**src/rtl/afc_pkg.sv**
```systemverilog
// ----------------------------------------------------------------------------
// afc_pkg: shared definitions for the ADC frame check and average unit
// Field widths, register indexes, status codes and the structs passed
// between the decoder, the shared subtractor and the sequencer.
// ----------------------------------------------------------------------------
package afc_pkg;

   // Fixed geometry of the response frame and the sample.
   localparam int FRAME_BYTES  = 4;
   localparam int FRAME_WIDTH  = 8 * FRAME_BYTES;
   localparam int SAMPLE_WIDTH = 12;
   localparam int COUNT_WIDTH  = 8;
   localparam int SUM_WIDTH    = 20;
   localparam int RATE_WIDTH   = SAMPLE_WIDTH + 1;
   localparam int MAX_AVERAGE  = 255;

   // Configuration port.
   localparam int CSR_INDEX_WIDTH = 2;
   localparam int CSR_DATA_WIDTH  = 12;
   localparam logic [CSR_INDEX_WIDTH-1:0] REG_AVERAGE_COUNT = 2'd0;
   localparam logic [CSR_INDEX_WIDTH-1:0] REG_GYRO_OFFSET   = 2'd1;
   localparam logic [COUNT_WIDTH-1:0]     AVERAGE_COUNT_RESET = 8'd10;

   // Width of the shared subtractor operands.
   localparam int SUB_WIDTH = RATE_WIDTH;

   typedef enum logic [1:0] {
      STATUS_COHERENT   = 2'd0,
      STATUS_SLIP       = 2'd1,
      STATUS_INCOHERENT = 2'd2,
      STATUS_FAILED     = 2'd3
   } status_type;

   // Result of comparing the two sample copies in one frame.
   typedef struct packed {
      logic                    match;
      logic [SAMPLE_WIDTH-1:0] sample;
   } decode_type;

   // Result of the shared subtractor.
   typedef struct packed {
      logic                 borrow;
      logic [SUB_WIDTH-1:0] diff;
   } sub_result_type;

endpackage

```
**src/rtl/afc_decode.sv**
```systemverilog
// ----------------------------------------------------------------------------
// afc_decode: sample copy extraction and compare
// Pulls the MSB-first and LSB-first copies of the sample out of one frame
// and reports whether they agree.
// ----------------------------------------------------------------------------
module afc_decode (
   input  logic [afc_pkg::FRAME_WIDTH-1:0] frame,
   output afc_pkg::decode_type             decode
);
   import afc_pkg::*;

   logic [SAMPLE_WIDTH-1:0] msb_copy;
   logic [SAMPLE_WIDTH-1:0] lsb_copy;

   // The MSB-first copy is contiguous, B11 at bit 24 down to B0 at bit 13.
   assign msb_copy = frame[24:13];

   // The LSB-first copy starts at the shared B0 and runs down the stream.
   always_comb begin
      for (int k = 0; k < SAMPLE_WIDTH; k++) begin
         lsb_copy[k] = frame[13-k];
      end
   end

   assign decode.match  = (msb_copy == lsb_copy);
   assign decode.sample = msb_copy;

endmodule

```
**src/rtl/afc_sub.sv**
```systemverilog
// ----------------------------------------------------------------------------
// afc_sub: shared subtractor
// One subtract with borrow out, used for each restoring division step and
// for the final offset subtraction.
// ----------------------------------------------------------------------------
module afc_sub (
   input  logic [afc_pkg::SUB_WIDTH-1:0] op_a,
   input  logic [afc_pkg::SUB_WIDTH-1:0] op_b,
   output afc_pkg::sub_result_type       result
);
   import afc_pkg::*;

   logic [SUB_WIDTH:0] full_diff;

   // The extra top bit of the difference is the borrow.
   assign full_diff     = {1'b0, op_a} - {1'b0, op_b};
   assign result.borrow = full_diff[SUB_WIDTH];
   assign result.diff   = full_diff[SUB_WIDTH-1:0];

endmodule

```
**src/rtl/adc_frame_check_average_unit.sv**
```systemverilog
// ----------------------------------------------------------------------------
// adc_frame_check_average_unit: ADC response frame checker and averager
// Checks each frame's two sample copies, keeps a running window of good
// samples and reports the window mean and the mean less the gyro offset.
// ----------------------------------------------------------------------------
// A frame beat is taken only while the sequencer is idle. Its result beat is
// presented on rsp_valid from the output register after the check, accumulate
// and finish states (the check repeats once when the frame needs the one-bit
// slip retry); a frame that closes an averaging window also passes the divide
// and rate states before finish: the mean comes from a restoring divider that
// produces one quotient bit per cycle on the shared subtractor, and the offset
// subtraction takes one more pass through it. A new frame may be taken while
// the previous result beat still waits on rsp_ready; the sequencer then holds
// its finished result until the output register frees.
// The configuration port is always ready; writes belong to idle periods.
// ----------------------------------------------------------------------------
module adc_frame_check_average_unit (
   input  logic                                clock,
   input  logic                                reset,
   // Frame input channel.
   input  logic                                req_valid,
   output logic                                req_ready,
   input  logic [afc_pkg::FRAME_WIDTH-1:0]     req_frame,
   input  logic                                req_transfer_ok,
   // Result channel.
   output logic                                rsp_valid,
   input  logic                                rsp_ready,
   output logic [1:0]                          rsp_frame_status,
   output logic [afc_pkg::SAMPLE_WIDTH-1:0]    rsp_sample,
   output logic                                rsp_average_done,
   output logic [afc_pkg::SAMPLE_WIDTH-1:0]    rsp_average,
   output logic signed [afc_pkg::RATE_WIDTH-1:0] rsp_rate,
   // Configuration write channel.
   input  logic                                csr_valid,
   output logic                                csr_ready,
   input  logic [afc_pkg::CSR_INDEX_WIDTH-1:0] csr_index,
   input  logic [afc_pkg::CSR_DATA_WIDTH-1:0]  csr_wdata
);
   import afc_pkg::*;

   localparam int STEP_WIDTH = $clog2(SAMPLE_WIDTH);
   localparam logic [STEP_WIDTH-1:0] LAST_STEP = STEP_WIDTH'(SAMPLE_WIDTH - 1);

   typedef enum logic [2:0] {
      ST_IDLE,
      ST_CHECK,
      ST_ACCUM,
      ST_DIVIDE,
      ST_RATE,
      ST_FINISH
   } state_type;

   // Configuration registers.
   logic [COUNT_WIDTH-1:0]  average_count_ff;
   logic [SAMPLE_WIDTH-1:0] gyro_offset_ff;

   // Sequencer state and work registers.
   state_type               state_ff, state_in;
   logic [FRAME_WIDTH-1:0]  frame_ff, frame_in;
   logic                    ok_ff, ok_in;
   logic                    slip_ff, slip_in;
   status_type              status_ff, status_in;
   logic [SAMPLE_WIDTH-1:0] sample_ff, sample_in;
   logic                    done_ff, done_in;
   logic [SUM_WIDTH-1:0]    sum_ff, sum_in;
   logic [COUNT_WIDTH-1:0]  count_ff, count_in;
   logic [COUNT_WIDTH-1:0]  rem_ff, rem_in;
   logic [SAMPLE_WIDTH-1:0] work_ff, work_in;
   logic [COUNT_WIDTH-1:0]  divisor_ff, divisor_in;
   logic [STEP_WIDTH-1:0]   step_ff, step_in;
   logic [RATE_WIDTH-1:0]   rate_ff, rate_in;

   // Output register.
   logic                    rsp_valid_ff, rsp_valid_in;
   status_type              rsp_status_ff, rsp_status_in;
   logic [SAMPLE_WIDTH-1:0] rsp_sample_ff, rsp_sample_in;
   logic                    rsp_done_ff, rsp_done_in;
   logic [SAMPLE_WIDTH-1:0] rsp_average_ff, rsp_average_in;
   logic [RATE_WIDTH-1:0]   rsp_rate_ff, rsp_rate_in;

   // Datapath helpers.
   decode_type              decode;
   sub_result_type          sub_result;
   logic [SUB_WIDTH-1:0]    sub_a;
   logic [SUB_WIDTH-1:0]    sub_b;
   logic [COUNT_WIDTH:0]    partial_rem;
   logic [COUNT_WIDTH-1:0]  limit;
   logic [COUNT_WIDTH-1:0]  count_next;
   logic [SUM_WIDTH-1:0]    sum_next;
   logic                    out_free;

   afc_decode u_decode (
      .frame  (frame_ff),
      .decode (decode)
   );

   afc_sub u_sub (
      .op_a   (sub_a),
      .op_b   (sub_b),
      .result (sub_result)
   );

   // Configuration writes; the port never stalls.
   assign csr_ready = 1'b1;

   always_ff @(posedge clock) begin
      if (reset) begin
         average_count_ff <= AVERAGE_COUNT_RESET;
         gyro_offset_ff   <= '0;
      end else if (csr_valid) begin
         case (csr_index)
            REG_AVERAGE_COUNT: average_count_ff <= csr_wdata[COUNT_WIDTH-1:0];
            REG_GYRO_OFFSET:   gyro_offset_ff   <= csr_wdata[SAMPLE_WIDTH-1:0];
            default:           ;
         endcase
      end
   end

   // Effective window length: zero counts as one, clamp at the maximum.
   always_comb begin
      limit = average_count_ff;
      if (limit == '0) begin
         limit = COUNT_WIDTH'(1);
      end
      if (limit > COUNT_WIDTH'(MAX_AVERAGE)) begin
         limit = COUNT_WIDTH'(MAX_AVERAGE);
      end
   end

   assign count_next = count_ff + COUNT_WIDTH'(1);
   assign sum_next   = sum_ff + SUM_WIDTH'(sample_ff);

   // Partial remainder of the current division step.
   assign partial_rem = {rem_ff, work_ff[SAMPLE_WIDTH-1]};

   // Shared subtractor operands: division step or offset subtraction.
   always_comb begin
      if (state_ff == ST_RATE) begin
         sub_a = {1'b0, work_ff};
         sub_b = {1'b0, gyro_offset_ff};
      end else begin
         sub_a = SUB_WIDTH'(partial_rem);
         sub_b = SUB_WIDTH'(divisor_ff);
      end
   end

   assign out_free  = !rsp_valid_ff || rsp_ready;
   assign req_ready = (state_ff == ST_IDLE);

   // Sequencer next-state logic.
   always_comb begin
      state_in       = state_ff;
      frame_in       = frame_ff;
      ok_in          = ok_ff;
      slip_in        = slip_ff;
      status_in      = status_ff;
      sample_in      = sample_ff;
      done_in        = done_ff;
      sum_in         = sum_ff;
      count_in       = count_ff;
      rem_in         = rem_ff;
      work_in        = work_ff;
      divisor_in     = divisor_ff;
      step_in        = step_ff;
      rate_in        = rate_ff;
      rsp_valid_in   = rsp_valid_ff && !rsp_ready;
      rsp_status_in  = rsp_status_ff;
      rsp_sample_in  = rsp_sample_ff;
      rsp_done_in    = rsp_done_ff;
      rsp_average_in = rsp_average_ff;
      rsp_rate_in    = rsp_rate_ff;

      case (state_ff)
         ST_IDLE: begin
            if (req_valid) begin
               frame_in = req_frame;
               ok_in    = req_transfer_ok;
               slip_in  = 1'b0;
               done_in  = 1'b0;
               state_in = ST_CHECK;
            end
         end

         // Fail a bad transfer, else compare the copies; on a mismatch slip the frame by one bit once.
         ST_CHECK: begin
            if (!ok_ff) begin
               status_in = STATUS_FAILED;
               sample_in = '0;
               state_in  = ST_ACCUM;
            end else if (decode.match) begin
               status_in = slip_ff ? STATUS_SLIP : STATUS_COHERENT;
               sample_in = decode.sample;
               state_in  = ST_ACCUM;
            end else if (!slip_ff) begin
               frame_in = {1'b0, frame_ff[FRAME_WIDTH-1:1]};
               slip_in  = 1'b1;
            end else begin
               status_in = STATUS_INCOHERENT;
               sample_in = '0;
               state_in  = ST_ACCUM;
            end
         end

         // Add a good sample to the window and start the mean when it closes.
         ST_ACCUM: begin
            state_in = ST_FINISH;
            if (status_ff == STATUS_COHERENT || status_ff == STATUS_SLIP) begin
               sum_in   = sum_next;
               count_in = count_next;
               if (count_next >= limit) begin
                  // The mean fits in 12 bits, so the top of the sum is
                  // already a valid starting remainder.
                  done_in    = 1'b1;
                  rem_in     = sum_next[SUM_WIDTH-1:SAMPLE_WIDTH];
                  work_in    = sum_next[SAMPLE_WIDTH-1:0];
                  divisor_in = count_next;
                  step_in    = '0;
                  sum_in     = '0;
                  count_in   = '0;
                  state_in   = ST_DIVIDE;
               end
            end
         end

         // One restoring division step per cycle; quotient shifts into work.
         ST_DIVIDE: begin
            if (sub_result.borrow) begin
               rem_in = partial_rem[COUNT_WIDTH-1:0];
            end else begin
               rem_in = sub_result.diff[COUNT_WIDTH-1:0];
            end
            work_in = {work_ff[SAMPLE_WIDTH-2:0], !sub_result.borrow};
            step_in = step_ff + STEP_WIDTH'(1);
            if (step_ff == LAST_STEP) begin
               state_in = ST_RATE;
            end
         end

         // Mean minus the gyro offset, wrapped to 13 bits.
         ST_RATE: begin
            rate_in  = sub_result.diff;
            state_in = ST_FINISH;
         end

         // Hand the result to the output register once it is free.
         ST_FINISH: begin
            if (out_free) begin
               rsp_valid_in   = 1'b1;
               rsp_status_in  = status_ff;
               rsp_sample_in  = sample_ff;
               rsp_done_in    = done_ff;
               rsp_average_in = done_ff ? work_ff : '0;
               rsp_rate_in    = done_ff ? rate_ff : '0;
               state_in       = ST_IDLE;
            end
         end

         default: begin
            state_in = ST_IDLE;
         end
      endcase
   end

   // State, window and output registers.
   always_ff @(posedge clock) begin
      if (reset) begin
         state_ff     <= ST_IDLE;
         sum_ff       <= '0;
         count_ff     <= '0;
         rsp_valid_ff <= 1'b0;
      end else begin
         state_ff     <= state_in;
         sum_ff       <= sum_in;
         count_ff     <= count_in;
         rsp_valid_ff <= rsp_valid_in;
      end
      frame_ff       <= frame_in;
      ok_ff          <= ok_in;
      slip_ff        <= slip_in;
      status_ff      <= status_in;
      sample_ff      <= sample_in;
      done_ff        <= done_in;
      rem_ff         <= rem_in;
      work_ff        <= work_in;
      divisor_ff     <= divisor_in;
      step_ff        <= step_in;
      rate_ff        <= rate_in;
      rsp_status_ff  <= rsp_status_in;
      rsp_sample_ff  <= rsp_sample_in;
      rsp_done_ff    <= rsp_done_in;
      rsp_average_ff <= rsp_average_in;
      rsp_rate_ff    <= rsp_rate_in;
   end

   assign rsp_valid        = rsp_valid_ff;
   assign rsp_frame_status = rsp_status_ff;
   assign rsp_sample       = rsp_sample_ff;
   assign rsp_average_done = rsp_done_ff;
   assign rsp_average      = rsp_average_ff;
   assign rsp_rate         = rsp_rate_ff;

`ifndef SYNTH
   // The remainder must stay below the divisor through the division.
   assert property (@(posedge clock) disable iff (reset)
      (state_ff == ST_DIVIDE) |-> (rem_ff < divisor_ff))
      else $error("division remainder not below divisor");

   // A taken frame beat keeps the input closed on the next cycle.
   assert property (@(posedge clock) disable iff (reset)
      (req_valid && req_ready) |=> !req_ready)
      else $error("input reopened while a frame is in work");

   // Only a good frame can close a window.
   assert property (@(posedge clock) disable iff (reset)
      (rsp_valid && rsp_average_done) |->
         (rsp_frame_status == STATUS_COHERENT || rsp_frame_status == STATUS_SLIP))
      else $error("window closed by a bad frame");

   // Mean and rate read zero unless a window closed.
   assert property (@(posedge clock) disable iff (reset)
      (rsp_valid && !rsp_average_done) |-> (rsp_average == '0 && rsp_rate == '0))
      else $error("mean reported without a closed window");

   // A bad frame carries no sample.
   assert property (@(posedge clock) disable iff (reset)
      (rsp_valid && (rsp_frame_status == STATUS_INCOHERENT ||
                     rsp_frame_status == STATUS_FAILED)) |-> (rsp_sample == '0))
      else $error("sample reported for a bad frame");
`endif

endmodule
```
**config.mk**
```make
export PLATFORM = sky130hd
export DESIGN_NAME = adc_frame_check_average_unit
export DESIGN_NICKNAME = d
export VERILOG_FILES = /design/src/rtl/afc_pkg.sv /design/src/rtl/afc_decode.sv /design/src/rtl/afc_sub.sv /design/src/rtl/adc_frame_check_average_unit.sv
export SDC_FILE = /design/constraint.sdc
export NUM_CORES = 1
export LEC_CHECK = 0
export ABC_CLOCK_PERIOD_IN_PS = 7600
export CORE_ASPECT_RATIO = 0.75
export CORE_MARGIN = 8
export CORE_UTILIZATION = 40
export DETAILED_ROUTE_END_ITERATION = 6
export DONT_BUFFER_PORTS = 1
export PLACE_DENSITY = 0.56
export SLEW_MARGIN = 30
export SYNTH_ARGS = -nofsm -noshare
export SYNTH_HDL_FRONTEND = slang
export SYNTH_SLANG_ARGS = --single-unit
export TNS_END_PERCENT = 1
```
**constraint.sdc**
```tcl
create_clock -name clock -period 7.6 [get_ports clock]
set_clock_uncertainty 0.05 [all_clocks]
set_input_delay 0.76 -clock clock [delete_from_list [all_inputs] [get_ports clock]]
set_output_delay 0.76 -clock clock [all_outputs]
set_load 0.02 [all_outputs]
```
==> metrics.md <==
| Metric | Value |
|---|---|
| Max capacitance violation total | 0 |
| Clock transition at the registers of the reported paths | 0.08 ns |
| Drt total wl | 21000 um |
| Total cell area at the placement stage | 9510 um2 |
| Source-to-sink clock delay at the later pin of the worst-skew pair | 0.44 ns |
| Area taken by flip-flops and latches | 5000 um2 |
| Wirelength per Cell | 18.9 um |
| Data arrival at the endpoint of the critical path | 4.49 ns |
| Type of origin of the critical path | flop |
| Remaining global-route overflow | 0 |
| Antenna Violating Nets Remaining | 0 |
| DRC violation total after the first TritonRoute iteration | 515 |
| Count of H-tree levels built during CTS | 4 |
| Number of buffers added to fix hold violations after cts | 0 |
| Max Transition Viols Final | 0 |
| Placement row count | 48 |
| Number of antenna repair diodes | 0 |
| Slew at the pin with the worst max-slew slack | 0.945 ns |
| Layout Nets | 884 |
| F_max | 228 MHz |
| Number of buffers on the longest clock path | 2 |
| Number of post-CTS setup repair buffers | 0 |
| Die H | 147 um |
| Path depth of the worst reg2reg path | 13 |
| TritonCTS clock tree | yes |
| Flops & latches, synth | 184 |
| Effective utilization at floorplan | 0.403 |
| Start-to-end type of the worst setup path | reg2reg |
| Worst Hold Path Cells | 1 |
| Area growth syn-to-layout | 9.99% |
| Unrepaired setup endpoints after global routing | false |
| Ratio of cells with drive above 1 in the final layout | 0.117 |
| Crit path required time | 7.71 ns |
| Share of flip-flops with an asynchronous set or reset | 0 |
| Number of placed cells counting well taps | 1077 |
| Fraction of the yosys area taken by sequential cells | 0.545 |
| Setup crit end kind | flop |
| Standby leakage power | 3.77 nW |
| Tcrit/Tclk final | 0.576 |
| RD Place Congestion | 0.798 |
| I/O Buffers | 0 |
| Overall global routing resource usage | 0.149 |
| Vias | 6030 |
| Maximum fanout encountered on the critical timing path | 37 |
| Slew Limit Headroom | 0.370 |
| Iteration count of the initial detailed-routing pass | 5 |
| Maximum number of pins on one net before global-route repair | 60 |
| Initial antenna violation count | 0 |
| Core Footprint | 22800 um2 |
| Gate count after technology mapping | 808 |
| Area of the multi-input gates | 3990 um2 |
| Die area | 28100 um2 |
| Die Width | 191 um |
| Maximum ir drop on the vdd rail | 0.153 mV |
| # fillers | 2094 |
| Class of the most critical hold timing path | in2reg |
| Clock period minus final worst setup slack | 4.38 ns |
| HPWL after detailed placement | 15400 um |
| Outcome | complete, no violations |
| Number of non-filler instances in the completed layout | 1109 |
| Mapped Area | 9180 um2 |
| TritonCTS Sinks | 184 |
| Number of synthesized flops with an enable pin | 132 |
| Number of endpoints with negative hold slack in the final report | 0 |
| Post-layout instance area | 10100 um2 |
| Number of failing setup endpoints in the final timing report | 0 |
| DRC violation count after routing | 0 |
| Global-route wire length before repair | 33200 um |
| Syn. warnings | 0 |
| Most instantiated flip-flop cell in the synthesis netlist | sky130_fd_sc_hd__edfxtp_1 |
| Power per cell area | 251 nW/um2 |
| Via count of the first global-routing pass | 6058 |
| Unique masters post-synth | 68 |
| Vias per Instance | 5.44 |
| Synthesized netlist net count | 896 |
| Post-cts sizing count | 0 |
| Number of clock buffers inserted by TritonCTS | 17 |
| Setup TNS | 0 ns |
| Synthesized area per cell | 11.4 um2 |
| Root Buffer Master | sky130_fd_sc_hd__clkbuf_16 |
| IO Pins | 95 |
kinds of logic after synthesis:
logic type | count (synthesis) | synth area share
buf+inv | 59 | 0.0256
compound gates | 149 | 0.109
fa+ha+maj | 36 | 0.0507
flops | 184 | 0.545
other cells | 1 | 0.000408
simple gates | 270 | 0.150
xor+xnor | 40 | 0.0382
mux | 69 | 0.0804
where the power goes:
group | switching, W | internal (W) | total (W)
registers | 0.0000764 | 0.00120 | 0.00128
logic | 0.000214 | 0.000162 | 0.000377
clock network | 0.000433 | 0.000441 | 0.000873
total | 0.000723 | 0.00181 | 0.00253
cell usage in the layout, fill, tap and decap left out, types with 3 or more instances in the layout:
| master | n |
|---|---|
| sky130_fd_sc_hd__edfxtp_1 | 132 |
| sky130_fd_sc_hd__nand2_1 | 58 |
| sky130_fd_sc_hd__nor2_1 | 53 |
| sky130_fd_sc_hd__dfxtp_1 | 52 |
| sky130_fd_sc_hd__and2_1 | 47 |
| sky130_fd_sc_hd__a21oi_1 | 43 |
| sky130_fd_sc_hd__mux2_2 | 38 |
| sky130_fd_sc_hd__ha_1 | 34 |
| sky130_fd_sc_hd__mux2i_1 | 31 |
| sky130_fd_sc_hd__nand3_1 | 29 |
| sky130_fd_sc_hd__xor2_1 | 24 |
| sky130_fd_sc_hd__o21ai_0 | 21 |
| sky130_fd_sc_hd__inv_1 | 20 |
| sky130_fd_sc_hd__a21o_1 | 17 |
| sky130_fd_sc_hd__nor3_1 | 17 |
| sky130_fd_sc_hd__clkbuf_16 | 17 |
| sky130_fd_sc_hd__xnor2_1 | 16 |
| sky130_fd_sc_hd__and3_1 | 13 |
| sky130_fd_sc_hd__nand4_1 | 9 |
| sky130_fd_sc_hd__a31oi_1 | 8 |
| sky130_fd_sc_hd__nand3b_1 | 8 |
| sky130_fd_sc_hd__nor2b_1 | 7 |
| sky130_fd_sc_hd__o211ai_1 | 7 |
| sky130_fd_sc_hd__buf_4 | 7 |
| sky130_fd_sc_hd__inv_6 | 6 |
| sky130_fd_sc_hd__nor4_1 | 5 |
| sky130_fd_sc_hd__o21a_1 | 5 |
| sky130_fd_sc_hd__nand2b_1 | 5 |
| sky130_fd_sc_hd__a211o_1 | 4 |
| sky130_fd_sc_hd__or3_1 | 4 |
| sky130_fd_sc_hd__o31ai_1 | 4 |
| sky130_fd_sc_hd__inv_8 | 4 |
| sky130_fd_sc_hd__a2111o_1 | 3 |
cell usage after synthesis, drive strengths merged, types with 3 or more instances:
cell      n  area [um2]
edfxtp  132        3960
nand2    59         221
nor2     55         206
dfxtp    52        1040
and2     48         303
a21oi    45         229
mux2     38         428
clkbuf   34         128
ha       34         425
mux2i    31         310
nand3    29         145
o21ai    24         120
xor2     24         210
inv      20        75.1
nor3     18        95.1
a21o     17         128
xnor2    16         140
and3     13        81.3
nand4     9        56.3
a31oi     8        50.1
nand3b    8        60.1
nor2b     7        43.8
o211ai    7        52.6
nor4      6        43.8
buf       5        32.5
nand2b    5        31.3
o21a      5        37.5
a211o     4        35.0
a211oi    4        40.0
o31ai     4        30.0
or3       4        25.0
a2111o    3        33.8
nor3b     3        22.5
final timing paths:
kind / from / slack, ns / endpoint
worst max-delay path: state_ff[2] / 3.22 / rem_ff[1]
worst min-delay path: reset / 0.33 / state_ff[1]
worst max register to register: state_ff[2] / 3.22 / rem_ff[1]
worst min register to register: status_ff[0] / 0.38 / rsp_frame_status[0]
per-stage QoR:
stage | setup WS (ns) | power [W] | util | hold slack, ns
after global placement | 3.37 | 0.00166 | 0.416 | 0.357
after global routing | 2.95 | 0.00264 | 0.444 | 0.314
final | 3.22 | 0.00253 | 0.444 | 0.328
after CTS | 3.28 | 0.00255 | 0.443 | 0.333
after detailed placement | 3.31 | 0.00168 | 0.418 | 0.360
after floorplan | 2.96 | 0.00158 | - | 0.350
layout make-up:
class | instances | share of cell area
Clock buffer | 18 | 0.0425
Clock inverter | 14 | 0.0146
Inverter | 20 | 0.00743
Multi-Input combinational cell | 565 | 0.395
Sequential cell | 184 | 0.496
Tap cell | 300 | 0.0372
Timing Repair Buffer | 8 | 0.00793
critical path, stage by stage, from the launching register on:
cell,delay (ns)
sky130_fd_sc_hd__dfxtp_1,0.56
sky130_fd_sc_hd__nor3b_2,0.25
sky130_fd_sc_hd__buf_4,0.46
sky130_fd_sc_hd__mux2_2,0.42
sky130_fd_sc_hd__ha_1,0.20
sky130_fd_sc_hd__inv_1,0.07
sky130_fd_sc_hd__fa_1,0.24
sky130_fd_sc_hd__a211oi_1,0.12
sky130_fd_sc_hd__o211ai_1,0.30
sky130_fd_sc_hd__nand3_1,0.17
sky130_fd_sc_hd__a21oi_2,0.49
sky130_fd_sc_hd__inv_1,0.17
sky130_fd_sc_hd__a211oi_1,0.51
sky130_fd_sc_hd__a21oi_1,0.08
sequential cells by signal, indices dropped and copies added (netlist names):
signal            flops
divisor_ff            8
count_ff              8
done_ff               1
slip_ff               1
rate_ff              13
frame_ff             30
rsp_rate             13
rsp_valid             1
sample_ff            12
rsp_average_done      1
gyro_offset_ff       12
rsp_frame_status      2
state_ff              3
sum_ff               20
work_ff              12
rem_ff                8
ok_ff                 1
status_ff             2
average_count_ff      8
rsp_average          12
rsp_sample           12
step_ff               4
metal layers:
metal  GRT usage  part of all wire  up-vias
li1            -                 -     2943
met1       0.203              0.49     2925
met2       0.233              0.45      141
met3      0.0396             0.052       21
met4      0.0379             0.012        0
met5           0                 0        -
Note: power is estimated with default switching activity, not from simulation.
